`config.mk`:
```
export PLATFORM = sky130hd
export DESIGN_NAME = integer_literal_parser_unit
export DESIGN_NICKNAME = d
export VERILOG_FILES = /design/src/rtl/ilp_pkg.sv /design/src/rtl/ilp_in_stage.sv /design/src/rtl/ilp_scan.sv /design/src/rtl/ilp_out_stage.sv /design/src/rtl/integer_literal_parser_unit.sv
export SDC_FILE = /design/constraint.sdc
export NUM_CORES = 1
export LEC_CHECK = 0
export BUFFER_PORTS_ARGS = -buffer_cell sky130_fd_sc_hd__buf_2
export CORE_MARGIN = 1.5
export CORE_UTILIZATION = 40
export DETAILED_ROUTE_END_ITERATION = 8
export GPL_ROUTABILITY_DRIVEN = 0
export MAX_ROUTING_LAYER = met4
export PLACE_DENSITY_LB_ADDON = 0.25
export SETUP_SLACK_MARGIN = 0.4
export SLEW_MARGIN = 20
export SYNTH_ARGS = -nofsm -noshare
export SYNTH_HDL_FRONTEND = slang
export SYNTH_SLANG_ARGS = --single-unit
```
`constraint.sdc`:
```
create_clock -name aclk -period 13.5 [get_ports aclk]
set_clock_uncertainty 0.15 [all_clocks]
set_input_delay 2.7 -clock aclk [delete_from_list [all_inputs] [get_ports aclk]]
set_output_delay 2.7 -clock aclk [all_outputs]
set_load 0.1 [all_outputs]
```
`src/rtl/ilp_pkg.sv`:
```
// Shared types, character codes and helper functions for the integer literal parser.
// No dependencies; every module of the block imports this package.
package ilp_pkg;

    // sizing
    localparam int MAX_CHARS    = 34;
    localparam int VALUE_BITS   = 32;
    localparam int HEX_MAX_BODY = VALUE_BITS / 4 + 2;
    localparam int OCT_MAX_BODY = VALUE_BITS * 3 / 8;
    localparam int COUNT_BITS   = 6;
    localparam int IN_TDATA_W   = 8;
    localparam int OUT_TDATA_W  = 40;

    // character codes
    localparam logic [7:0] CH_MINUS = 8'h2d;
    localparam logic [7:0] CH_PLUS  = 8'h2b;
    localparam logic [7:0] CH_ZERO  = 8'h30;
    localparam logic [7:0] CH_ONE   = 8'h31;
    localparam logic [7:0] CH_SEVEN = 8'h37;
    localparam logic [7:0] CH_NINE  = 8'h39;
    localparam logic [7:0] CH_X     = 8'h78;
    localparam logic [7:0] CH_B     = 8'h62;
    localparam logic [7:0] DIG_OFS  = 8'd48;
    localparam logic [7:0] UPP_OFS  = 8'd55;
    localparam logic [7:0] LOW_OFS  = 8'd87;

    // error codes
    typedef enum logic [1:0] {
        ERR_OK       = 2'd0,
        ERR_EMPTY    = 2'd1,
        ERR_TOO_LONG = 2'd2,
        ERR_BAD_CHAR = 2'd3
    } err_t;

    // one input item
    typedef struct packed {
        logic [7:0] char_code;
        logic       is_last;
    } item_t;

    // one result item
    typedef struct packed {
        logic signed [31:0] value;
        err_t               error_code;
    } result_t;

    // hex digit value with a valid flag in the top bit
    function automatic logic [4:0] hex_digit(input logic [7:0] c);
        logic [7:0] t;
        begin
            t = 8'd0;
            if (c >= CH_ZERO && c <= CH_NINE) begin
                t = c - DIG_OFS;
                hex_digit = {1'b1, t[3:0]};
            end else if (c >= 8'h41 && c <= 8'h46) begin
                t = c - UPP_OFS;
                hex_digit = {1'b1, t[3:0]};
            end else if (c >= 8'h61 && c <= 8'h66) begin
                t = c - LOW_OFS;
                hex_digit = {1'b1, t[3:0]};
            end else begin
                hex_digit = 5'd0;
            end
        end
    endfunction

    function automatic logic is_dec(input logic [7:0] c);
        is_dec = (c >= CH_ZERO) && (c <= CH_NINE);
    endfunction

endpackage

```
`src/rtl/ilp_in_stage.sv`:
```
// Input register of the integer literal parser: holds one accepted item.
// Depends on ilp_pkg.
module ilp_in_stage (
    input  logic          aclk,
    input  logic          aresetn,
    input  logic          s_tvalid,
    output logic          s_tready,
    input  logic [7:0]    s_tdata,    // [7:0] char_code
    input  logic          s_tlast,    // is_last
    input  logic          take,
    output logic          item_valid,
    output ilp_pkg::item_t item
);
    import ilp_pkg::*;

    logic  valid_reg;
    item_t item_reg;

    // room when empty or when the held item moves on this cycle
    assign s_tready   = !valid_reg || take;
    assign item_valid = valid_reg;
    assign item       = item_reg;

    // valid flag
    always_ff @(posedge aclk) begin
        if (!aresetn) begin
            valid_reg <= 1'b0;
        end else if (s_tready) begin
            valid_reg <= s_tvalid;
        end
    end

    // payload
    always_ff @(posedge aclk) begin
        if (s_tready && s_tvalid) begin
            item_reg.char_code <= s_tdata;
            item_reg.is_last   <= s_tlast;
        end
    end

endmodule

```
`src/rtl/ilp_scan.sv`:
```
// Per-string scan state and the result decision of the integer literal parser.
// Depends on ilp_pkg.
module ilp_scan (
    input  logic             aclk,
    input  logic             aresetn,
    input  logic             item_valid,
    input  ilp_pkg::item_t   item,
    input  logic             out_free,
    output logic             take,
    output logic             res_load,
    output ilp_pkg::result_t res
);
    import ilp_pkg::*;

    logic [COUNT_BITS-1:0] count_reg, count_next;
    logic                  neg_reg, neg_next;
    logic                  sign_reg, sign_next;
    logic                  long_reg, long_next;
    logic                  bad_reg, bad_next;
    logic [7:0]            first_reg, first_next;
    logic [7:0]            second_reg, second_next;
    logic [VALUE_BITS-1:0] dec_reg, dec_next;
    logic [VALUE_BITS-1:0] pre_reg, pre_next;

    logic [COUNT_BITS:0]   n;
    logic [COUNT_BITS-1:0] body;
    logic [7:0]            c;
    logic [7:0]            d;
    logic [4:0]            hv;
    logic                  is_sign;
    logic [VALUE_BITS-1:0] v;
    err_t                  err;

    // a non-last item never produces a result, so it may always move on
    assign take     = item_valid && (out_free || !item.is_last);
    assign res_load = take && item.is_last;
    assign c        = item.char_code;
    assign d        = c - DIG_OFS;
    assign hv       = hex_digit(c);

    // state update for one character
    always_comb begin
        n           = {1'b0, count_reg} + (COUNT_BITS+1)'(1);
        long_next   = long_reg || (n > (COUNT_BITS+1)'(MAX_CHARS));
        count_next  = n[COUNT_BITS] ? {COUNT_BITS{1'b1}} : n[COUNT_BITS-1:0];
        is_sign     = (n == (COUNT_BITS+1)'(1)) && !item.is_last
                      && (c == CH_MINUS || c == CH_PLUS);
        body        = count_next - COUNT_BITS'(sign_reg);
        neg_next    = neg_reg;
        sign_next   = sign_reg;
        bad_next    = bad_reg;
        first_next  = first_reg;
        second_next = second_reg;
        dec_next    = dec_reg;
        pre_next    = pre_reg;
        if (is_sign) begin
            sign_next = 1'b1;
            neg_next  = (c == CH_MINUS);
        end else begin
            dec_next = (dec_reg << 3) + (dec_reg << 1) + VALUE_BITS'(d);
            if (body == COUNT_BITS'(1)) begin
                first_next = c;
                pre_next   = '0;
            end else if (body == COUNT_BITS'(2)) begin
                second_next = c;
                pre_next    = (c == CH_X || c == CH_B) ? '0 : VALUE_BITS'(d);
            end else if (first_reg == CH_ZERO) begin
                if (second_reg == CH_X) begin
                    if (!hv[4]) bad_next = 1'b1;
                    else pre_next = {pre_reg[VALUE_BITS-5:0], hv[3:0]};
                end else if (second_reg == CH_B) begin
                    if (c != CH_ZERO && c != CH_ONE) bad_next = 1'b1;
                    else pre_next = {pre_reg[VALUE_BITS-2:0], d[0]};
                end else begin
                    if (c < CH_ZERO || c > CH_SEVEN) bad_next = 1'b1;
                    else pre_next = {pre_reg[VALUE_BITS-4:0], d[2:0]};
                end
            end else if (!is_dec(c)) begin
                bad_next = 1'b1;
            end
        end
    end

    // result decision on the last character
    always_comb begin
        err = ERR_OK;
        v   = '0;
        if (long_next) begin
            err = ERR_TOO_LONG;
        end else if (body <= COUNT_BITS'(2)) begin
            if (!is_dec(first_next) || (body == COUNT_BITS'(2) && !is_dec(second_next)))
                err = ERR_BAD_CHAR;
            else
                v = dec_next;
        end else if (first_next == CH_ZERO) begin
            if (second_next == CH_X) begin
                if (body > COUNT_BITS'(HEX_MAX_BODY)) err = ERR_TOO_LONG;
                else if (bad_next) err = ERR_BAD_CHAR;
                else v = pre_next;
            end else if (second_next == CH_B) begin
                if (bad_next) err = ERR_BAD_CHAR;
                else v = pre_next;
            end else begin
                if (body > COUNT_BITS'(OCT_MAX_BODY)) err = ERR_TOO_LONG;
                else if (bad_next || second_next < CH_ZERO || second_next > CH_SEVEN)
                    err = ERR_BAD_CHAR;
                else v = pre_next;
            end
        end else if (first_next >= CH_ONE && first_next <= CH_NINE) begin
            if (bad_next || !is_dec(second_next)) err = ERR_BAD_CHAR;
            else v = dec_next;
        end else begin
            err = ERR_BAD_CHAR;
        end
        if (err == ERR_OK && neg_next) v = '0 - v;
        res.value      = 32'(v);
        res.error_code = err;
    end

    // scan state, cleared after every last character
    always_ff @(posedge aclk) begin
        if (!aresetn || res_load) begin
            count_reg  <= '0;
            neg_reg    <= 1'b0;
            sign_reg   <= 1'b0;
            long_reg   <= 1'b0;
            bad_reg    <= 1'b0;
            first_reg  <= '0;
            second_reg <= '0;
            dec_reg    <= '0;
            pre_reg    <= '0;
        end else if (take) begin
            count_reg  <= count_next;
            neg_reg    <= neg_next;
            sign_reg   <= sign_next;
            long_reg   <= long_next;
            bad_reg    <= bad_next;
            first_reg  <= first_next;
            second_reg <= second_next;
            dec_reg    <= dec_next;
            pre_reg    <= pre_next;
        end
    end

endmodule

```
`src/rtl/ilp_out_stage.sv`:
```
// Result register of the integer literal parser: holds one result item for the receiver.
// Depends on ilp_pkg.
module ilp_out_stage (
    input  logic             aclk,
    input  logic             aresetn,
    input  logic             load,
    input  ilp_pkg::result_t res,
    output logic             out_free,
    output logic             m_tvalid,
    input  logic             m_tready,
    output logic [39:0]      m_tdata    // [31:0] value, [33:32] error_code, [39:34] zero
);
    import ilp_pkg::*;

    logic    valid_reg;
    result_t res_reg;

    assign out_free = !valid_reg || m_tready;
    assign m_tvalid = valid_reg;
    assign m_tdata  = {6'd0, res_reg.error_code, res_reg.value};

    // valid flag
    always_ff @(posedge aclk) begin
        if (!aresetn) begin
            valid_reg <= 1'b0;
        end else if (out_free) begin
            valid_reg <= load;
        end
    end

    // payload
    always_ff @(posedge aclk) begin
        if (load) begin
            res_reg <= res;
        end
    end

endmodule

```
`src/rtl/integer_literal_parser_unit.sv`:
```
// Integer literal parser, top level: input register, scan logic, result register.
// Depends on ilp_pkg, ilp_in_stage, ilp_scan and ilp_out_stage.
//
// Usage:
//   The s_ channel carries one character per item (s_tdata) and marks the
//   final character of a number string with s_tlast. The m_ channel gives one
//   item per string, on its last character: the signed 32-bit value in
//   m_tdata[31:0] and the error code (0 ok, 2 too long, 3 invalid character)
//   in m_tdata[33:32]; the value is zero whenever the code is not ok.
//   A last character is first taken into the input register; its result is then
//   taken into the result register once that register is free, and m_tvalid
//   rises as the result register loads.
//   Throughput: one item per cycle while the result register is free, set by the
//   single shift-add per accumulator between the two registers.
//   When the receiver stalls, the result register holds; characters that are
//   not last keep flowing, and a last character waits in the input register
//   until the result register frees up.
//   Reset (aresetn low at a clock edge) empties both registers and clears the
//   scan state, so the next character starts a new string.
module integer_literal_parser_unit (
    input  logic        aclk,
    input  logic        aresetn,
    input  logic        s_tvalid,
    output logic        s_tready,
    input  logic [7:0]  s_tdata,    // [7:0] char_code
    input  logic        s_tlast,    // is_last
    output logic        m_tvalid,
    input  logic        m_tready,
    output logic [39:0] m_tdata     // [31:0] value, [33:32] error_code, [39:34] zero
);
    import ilp_pkg::*;

    logic    item_valid;
    item_t   item;
    logic    take;
    logic    res_load;
    result_t res;
    logic    out_free;

    // input register
    ilp_in_stage u_in (
        .aclk       (aclk),
        .aresetn    (aresetn),
        .s_tvalid   (s_tvalid),
        .s_tready   (s_tready),
        .s_tdata    (s_tdata),
        .s_tlast    (s_tlast),
        .take       (take),
        .item_valid (item_valid),
        .item       (item)
    );

    // scan state and result decision
    ilp_scan u_scan (
        .aclk       (aclk),
        .aresetn    (aresetn),
        .item_valid (item_valid),
        .item       (item),
        .out_free   (out_free),
        .take       (take),
        .res_load   (res_load),
        .res        (res)
    );

    // result register
    ilp_out_stage u_out (
        .aclk     (aclk),
        .aresetn  (aresetn),
        .load     (res_load),
        .res      (res),
        .out_free (out_free),
        .m_tvalid (m_tvalid),
        .m_tready (m_tready),
        .m_tdata  (m_tdata)
    );

endmodule
```
### Word level (Yosys, flattened, before mapping)

Cells that the tools add are included.

* bits in registers: 135
* bits of input ports: 13
* output and inout bits: 42
* word-level logic and storage cells: 147

* add/subtract/negate cells: 8
* $lt $le $gt $ge: 19
* eq/ne operators: 15
* muxes and demuxes: 56
* reductions and logical operators: 34

Operator list (number)
* two-way mux 32 bit: 23
* equality test 8 x 7 -> 1 bit (second input constant): 6
* two-way mux 8 bit: 6
* adder 32 bit: 1
* adder 32 x 8 -> 32 bit: 1
* equality test 8 x 6 -> 1 bit (second input constant): 4
* greater-or-equal comparator 8 x 6 -> 1 bit (second input constant): 4
* subtractor 1 x 32 -> 32 bit (first input constant): 1
* less-or-equal comparator 8 x 6 -> 1 bit (second input constant): 3
* two-way mux 2 bit: 12
* greater-or-equal comparator 8 x 7 -> 1 bit (second input constant): 2
* > comparator 8 x 6 -> 1 bit (second input constant): 2
* less-or-equal comparator 8 x 7 -> 1 bit (second input constant): 2
* < comparator 8 x 6 -> 1 bit (second input constant): 2
* inequality test 8 x 6 -> 1 bit (second input constant): 2
* two-way mux 5 bit: 3
* logical AND 1 bit: 14
* > comparator 6 x 4 -> 1 bit (second input constant): 2
* logical OR 1 bit: 12
* two-way mux 1 bit: 11
* subtractor 4 x 3 -> 4 bit (second input constant): 2
* subtractor 8 x 6 -> 8 bit (second input constant): 1
* adder 6 x 1 -> 7 bit (second input constant): 1
* equality test 7 x 1 -> 1 bit (second input constant): 1
* other kinds (9): 14

### Depth between registers and ports, before layout

Gate-level depths: netlist of run 1.

* depth after elaboration: 23
* mapped depth: 25
* mapped depth without buffers: 20

### Hierarchy

From an unflattened synthesis of run 1, not the netlist that was laid out.

* cell total of the unflattened synthesis: 1358
* area, all modules: 10973.0 um2

By module, submodules not included
* ilp_scan: instances 1, cells each 1299, area each 9526.6 um2, sequential area each 1801.7 um2
* ilp_out_stage: instances 1, cells each 45, area each 1118.6 um2, sequential area each 1041.0 um2
* ilp_in_stage: instances 1, cells each 14, area each 327.8 um2, sequential area each 290.3 um2

### Worst setup path before layout of run 1

Ideal clock, no wire load.

* kind: in2out
* start: in m_tready
* end: out s_tready
* data arrival time: 3.674 ns
* data required time: 10.650 ns
* path slack: 6.976 ns
* stages on the path: 2
* path buffers: 0
* cells stage by stage: nor2b_1 -> nand3_1

* cells in the longest elaborated chain, start to end: 4

RTL lines
* from (decl): line integer_literal_parser_unit.sv:28 `input logic m_tready,`
* logical OR 1 bit: line ilp_out_stage.sv:18 `assign out_free = !valid_reg || m_tready;`
* logical OR 1 bit: line ilp_scan.sv:35 `assign take = item_valid && (out_free || !item.is_last);`
* logical AND 1 bit: line ilp_scan.sv:35
* logical OR 1 bit: line ilp_in_stage.sv:20 `assign s_tready = !valid_reg || take;`
* to (decl): line integer_literal_parser_unit.sv:24 `output logic s_tready,`

No other way between the ends.

==> flow_summary.toml, run 1 <==
[critical_path]
cp_max_fo = 22
r2r.worst_path.cells = 17
rrSetupSlack_ns = 6.56
r2r_end = "u_out.m_tdata[24]$_DFFE_PP_"
worstPathRequired_ns = 13.54
critPathSlowestCell = "nor2_1"
crit_path_max_incr_delay_ns = 0.82
cp_data_arrival_time_ns = 6.98
crit_chain = "ha_1, nand4_1, and2_1, ha_1, nor2b_1, a31oi_1, o21a_1, o32a_1, a21oi_1, a311oi_1, nand2_1, nor2_1, a21oi_1, nand4_1, nand2b_1, o31ai_1, xnor2_1"
reg2reg_from = "u_scan.count_reg[0]$_SDFFE_PP0P_"
crit_path_end_kind = "register"
criticalPathCategory = "register to register"
cp-start-kind = "register"

[timing]
min_period_ns = 6.935
timing.fmax_ghz = 0.1442
finalCritPeriodShare_pct = 51.37
final_hold_viol_count = 0
tns_ns = 0
tightest_slew_ns = 1.061
setup_viol = 0
timing.final.max_slew_violations = 0
slew-limit-headroom_pct = 28.37
rsz0062_at_grt = "no"

[pwr]
p_int_w = 0.0008453
p_per_area_nw_per_um2 = 101.7
p_switching_w = 0.0004437
p_clk_share_pct = 38.8
peakVddDrop_uv = 82.19
pwr-share-seq_pct = 35.9
share_comb_of_total_power_pct = 25.3
p_leak_nw = 4.887
swShare_pct = 34.42

[place]
place_area_um2 = 12030
hpwl_mm = 27.52
port-buffer-count = 48
dp_cells = 1797

[cts]
root_buffer = "clkbuf_16"
clk_path_buf_depth = 2
clk_pin_slew_ns = 0.07
cts_resized = 0
cts.sinks = 135
cts_buffers = 17
post_cts_buffers = 0
cts_max_level = 4
clk_latency_ns = 0.45
cts_tree = "yes"
holdBufCountCts = 0

[worst_hold_path]
hold_end = "u_scan.dec_reg[31]$_SDFFE_PP0P_"
hold_class = "register to register"
hp-start = "u_scan.dec_reg[31]$_SDFFE_PP0P_"
hold_depth = 2

[synth]
synth-seq-area-share_pct = 27.12
async_flop_share_pct = 0
ys_top_cells_by_area = "dfxtp_1 (16%), edfxtp_1 (11%), ha_1 (7.5%)"
synth_cell_types = 92
synth-seq-cells = 135
netlist_instances = 1444
yosys-top-cells-count = "nor2_1 (154), nand2_1 (122), a21oi_1 (115), dfxtp_1 (92), clkbuf_1 (75)"
yosysTopAreaCell = "dfxtp_1"
synth_edf_count = 43
synth_ff_type = "dfxtp_1"
yosysMostFrequentCell = "nor2_1"
yosysWarnings = 0
syn_area_per_cell_um2 = 8.001
netlist.area_leader.share_pct = 15.94
synth_area_um2 = 11550

[grt]
grt_overflow = 0
grt_max_degree = 91
grt_usage_pct = 26.10
antenna_found_initial = 0
first_global_vias = 10390
grt_pass1_wl_mm = 59.98

[detailed_routing]
vias = 11560
drtPass1Iterations = 6
wl_mm = 38.41
drt.antenna.violating_nets = 0
viasPerCell = 6.316
wire_per_inst_um = 20.99
drt_iter0_drc = 1272
drc = 0

[die]
ios = 55
core-area_um2 = 28550
die_y_um = 173.0
die_area_um2 = 29910
fp.dieW_um = 173.0
rows = 62
start_util_pct = 40.47

[finish]
area_growth_pct = 9.725
fin_util_pct = 44.41
stdcell_count = 1830
largest_register_ffs = 34
layout.nets = 1521
diodes = 0
fillers = 2895
fin_area_um2 = 12680
drive_above_1_share_pct = 10.86

[outcome]
status = "completed"

[run]
maxCapViolations = 0
==> kinds of logic (layout without fill, tap and decap cells) <==
| logic type | count (synthesis) | after routing | share of synthesized area, % |
|---|---|---|---|
| simple gates | 488 | 488 | 20.61 |
| fa+ha+maj | 75 | 75 | 8.512 |
| xor+xnor | 54 | 54 | 4.213 |
| flops | 135 | 135 | 27.12 |
| mux | 35 | 35 | 3.054 |
| buf+inv | 152 | 149 | 5.458 |
| other cells | 1 | 6 | 0.03246 |
| compound gates | 504 | 504 | 31.01 |
==> how the worst max path moves through the flow <==
stage | startpoint | to | slack, ns | depth (start not counted)
after floorplan | m_tready | s_tready | 6.98 | 2
after global placement | u_scan.count_reg[0]$_SDFFE_PP0P_ | u_out.m_tdata[24]$_DFFE_PP_ | 7.08 | 18
after detailed placement | u_scan.count_reg[0]$_SDFFE_PP0P_ | u_out.m_tdata[24]$_DFFE_PP_ | 6.87 | 17
after CTS | u_scan.count_reg[0]$_SDFFE_PP0P_ | u_out.m_tdata[24]$_DFFE_PP_ | 6.85 | 17
after global routing | u_scan.count_reg[0]$_SDFFE_PP0P_ | u_out.m_tdata[24]$_DFFE_PP_ | 6.21 | 17
final | u_scan.count_reg[0]$_SDFFE_PP0P_ | u_out.m_tdata[24]$_DFFE_PP_ | 6.56 | 17
==> routing by layer <==
metal  part of all wire (%)  vias to the layer above  wire length (µm)  track usage (%)
met5                      0                        -                 0                -
met3                    7.8                       77              3003            4.573
met4                    3.1                        0              1183            9.348
li1                       -                     5476                 -                -
met1                     45                     5468             17240            35.12
met2                     44                      537             16990            39.28
==> through the flow <==
step / setup WS, ns / hold slack [ns] / total power [W]
6_report: 6.565 / 0.3170 / 0.001289
3_5_place_dp: 6.868 / 0.2973 / 0.0007890
4_1_cts: 6.846 / 0.3056 / 0.001288
5_1_grt: 6.214 / 0.3481 / 0.001343
2_1_floorplan: 6.976 / 0.2857 / 0.0007063
3_3_place_gp: 7.079 / 0.2930 / 0.0007857
==> cell usage in the layout, fill, tap and decap left out, types with 43 or more instances in the layout <==
cell type | synthesis | layout
a211oi_1 | 58 | 58
a21oi_1 | 115 | 115
buf_2 | 12 | 48
dfxtp_1 | 92 | 92
edfxtp_1 | 43 | 43
ha_1 | 69 | 69
inv_1 | 48 | 48
nand2_1 | 122 | 121
nor2_1 | 154 | 153
o21ai_0 | 50 | 50
==> power groups by stage <==
stage | clock network, W | logic [W] | registers, W
floorplan | 0 | 0.000222 | 0.000484
global placement | 0 | 0.000315 | 0.000471
detailed placement | 0 | 0.000318 | 0.000471
CTS | 0.000507 | 0.000319 | 0.000462
global route | 0.000524 | 0.000353 | 0.000466
finish | 0.000500 | 0.000326 | 0.000463
==> worst max-delay path: cells and delay by family (launching register included) <==
kind | cells | cell delay (ns)
AND/OR/NAND/NOR | 7 | 2.65
AO/OA/AOI/OAI | 7 | 2.51
adder cells (fa/ha/maj) | 2 | 0.74
flip-flops | 1 | 0.47
XOR/XNOR | 1 | 0.15
==> cell type report <==
| cell class | count | area [µm²] | area share (%) |
|---|---|---|---|
| clock buffer | 23 | 510.5 | 4.027 |
| clock inverter | 9 | 112.6 | 0.8883 |
| inverter | 48 | 180.2 | 1.421 |
| multi-input combinational | 1162 | 7850 | 61.92 |
| sequential | 135 | 3133 | 24.71 |
| tap | 384 | 480.5 | 3.790 |
| timing repair buffer | 69 | 410.4 | 3.237 |
(Power assumes the default switching activity.)
==> inputs of run 2 (changes only) <==
==> constraint.sdc (replaced) <==
create_clock -name aclk -period 6.4 [get_ports aclk]
set_clock_uncertainty 0.15 [all_clocks]
set_input_delay 1.28 -clock aclk [delete_from_list [all_inputs] [get_ports aclk]]
set_output_delay 1.28 -clock aclk [all_outputs]
set_load 0.1 [all_outputs]
==> run 2 against run 1 <==
  * Sequential power increased by 110%
  * Design area up 2.8%
  * Register-to-register slack got worse by 5.9 ns
  * Clock power grew 92%
  * Non-clock buffer count rose by 50
  * Sequential cell count stayed put
  * Hold slack better by 0.0016 ns
  * First-iteration DRC count grew 11%
  * Fmax up 21%
  * Global-route usage up 0.58 points
  * Via count up 2.4%
  * Combinational power grew 130%
  * Critical path type unchanged
  * Largest cell class unchanged
  * Largest power group is now registers
  * Highest routed layer unchanged
==> flow_summary.toml, run 2 (synthesized netlist as in run 1, its figures left out) <==
[detailed_routing]
wire_per_inst_um = 20.73
wl_mm = 38.97
viasPerCell = 6.298
drc = 0
drt_iter0_drc = 1407
drt.antenna.violating_nets = 0
drtPass1Iterations = 6
vias = 11840

[grt]
grtUsageMet2_pct = 40.69
grt_overflow = 0
met1_usage_pct = 35.95
antenna_found_initial = 0
grt_max_degree = 64
grt_pass1_wl_mm = 61.24
grtUsageMet3_pct = 3.738
first_global_vias = 10790
grt_usage_pct = 26.67
grt.busiest_layer = "met2"

[die]
die_y_um = 173.0
rows = 62
core-area_um2 = 28550
die_area_um2 = 29910
ios = 55
fp.dieW_um = 173.0
start_util_pct = 40.47

[finish]
drive_above_1_share_pct = 14.64
layout.nets = 1571
regArea_um2 = 3133
final_cell_mix = "nor2_1 (153), nand2_1 (121), a21oi_1 (115), dfxtp_1 (92), buf_4 (70)"
multi_input_area_um2 = 7904
layout_commonest_cell = "nor2_1"
diodes = 0
fillers = 2895
area_growth_pct = 12.75
largest_register_ffs = 34
fin_util_pct = 45.63

[pwr]
power_w = 0.002666
swShare_pct = 37.22
p_leak_nw = 5.082
p_int_w = 0.001674
share_comb_of_total_power_pct = 27.5
p_switching_w = 0.0009924
peakVddDrop_uv = 184.0
p_clk_share_pct = 36.0
pwr-share-seq_pct = 36.4
p_per_area_nw_per_um2 = 204.7

[cts]
clk_latency_ns = 0.45
cts_tree = "yes"
clk_pin_slew_ns = 0.07
cts.sinks = 135
root_buffer = "clkbuf_16"
holdBufCountCts = 0
cts_buffers = 17
cts_max_level = 4
clk_path_buf_depth = 2

[timing]
timing.fmax_ghz = 0.1745
hold_slack_ns = 0.3186
finalCritPeriodShare_pct = 89.52
tns_ns = 0
slew-limit-headroom_pct = 23.52
tightest_slew_ns = 1.143
final_hold_viol_count = 0
timing.final.max_slew_violations = 0
setup_viol = 0
min_period_ns = 5.729
rsz0062_at_grt = "yes"

[critical_path]
crit_path_end_kind = "register"
r2r_end = "u_out.m_tdata[30]$_DFFE_PP_"
cp_data_arrival_time_ns = 5.76
worstPathRequired_ns = 6.43
criticalPathCategory = "register to register"
cp-start-kind = "register"
cp_max_fo = 7
rrSetupSlack_ns = 0.67
r2r.worst_path.cells = 20
reg2reg_from = "u_in.item[5]$_DFFE_PP_"

[place]
port-buffer-count = 48
hpwl_mm = 28.90

[outcome]
status = "completed"

[worst_hold_path]
hp-start = "u_scan.dec_reg[31]$_SDFFE_PP0P_"
hold_end = "u_scan.dec_reg[31]$_SDFFE_PP0P_"
hold_depth = 2
hold_class = "register to register"

[run]
maxCapViolations = 0
## run 2: cell types whose count changed in the layout (fill, tap and decap cells not counted), sizes merged
cell,delta
buf,+50
bufinv,-2
clkbuf,-5
clkinv,-4
clkinvlp,+4
inv,+7
## run 2: repair_timing
action	CTS	global route
setup buffers	0	6
endpoints found under the setup margin	0	20
resized for setup	0	13
## run 2: worst max path at each step
stage	from	endpoint	slack, ns
floorplan	u_scan.count_reg[0]$_SDFFE_PP0P_	u_out.m_tdata[24]$_DFFE_PP_	0.48
global placement	u_in.item[5]$_DFFE_PP_	u_out.m_tdata[31]$_DFFE_PP_	0.55
detailed placement	u_in.item[5]$_DFFE_PP_	u_out.m_tdata[31]$_DFFE_PP_	0.43
CTS	u_in.item[5]$_DFFE_PP_	u_out.m_tdata[30]$_DFFE_PP_	0.42
global route	u_scan.count_reg[0]$_SDFFE_PP0P_	u_out.m_tdata[29]$_DFFE_PP_	0.35
finish	u_in.item[5]$_DFFE_PP_	u_out.m_tdata[30]$_DFFE_PP_	0.67
## run 2: final cells by class
type	instances	share of cell area, %
clock inverter	14	0.8741
timing repair buffer	119	6.032
clock buffer	18	3.295
sequential	135	24.05
tap	384	3.688
inverter	48	1.383
multi-input combinational	1162	60.68
## run 2: power by group through the flow
stage	clock network [W]	logic, W	registers [W]
after floorplan	0	0.000469	0.00102
after global placement	0	0.000698	0.000988
after detailed placement	0	0.000706	0.000988
after CTS	0.000968	0.000709	0.000969
after global routing	0.00100	0.000794	0.000976
final	0.000961	0.000734	0.000971
## run 2: per-layer routing
metal,vias to the layer above,routed length [µm],part of all wire [%]
met5,-,0,0
met4,0,1317,3.4
met3,99,2897,7.4
met2,569,17360,45
met1,5596,17390,45
li1,5576,-,-
## run 2: per-stage QoR
| stage | instance area (µm²) | instances | setup slack (ns) |
|---|---|---|---|
| floorplan | 11570 | 1449 | 0.4757 |
| global placement | 12360 | 1842 | 0.5532 |
| detailed placement | 12360 | 1842 | 0.4318 |
| CTS | 12900 | 1874 | 0.4157 |
| global route | 13030 | 1880 | 0.3528 |
| finish | 13030 | 1880 | 0.6708 |
## run 2: worst max-delay path: stages (launching register included)
cell and delay (ns):
edfxtp_1 0.47, inv_1 0.17, ha_1 0.32, inv_1 0.08, fa_1 0.48, inv_1 0.04, ha_1 0.34, o21a_1 0.18
o31a_1 0.16, o311ai_0 0.31, buf_4 0.18, o2111ai_1 0.22, o2111a_1 0.32, nor3_2 0.30, o211ai_1 0.17, o21bai_1 0.17
or4b_4 0.49, or2_1 0.28, o41ai_2 0.39, xor2_1 0.17, nor2_1 0.05
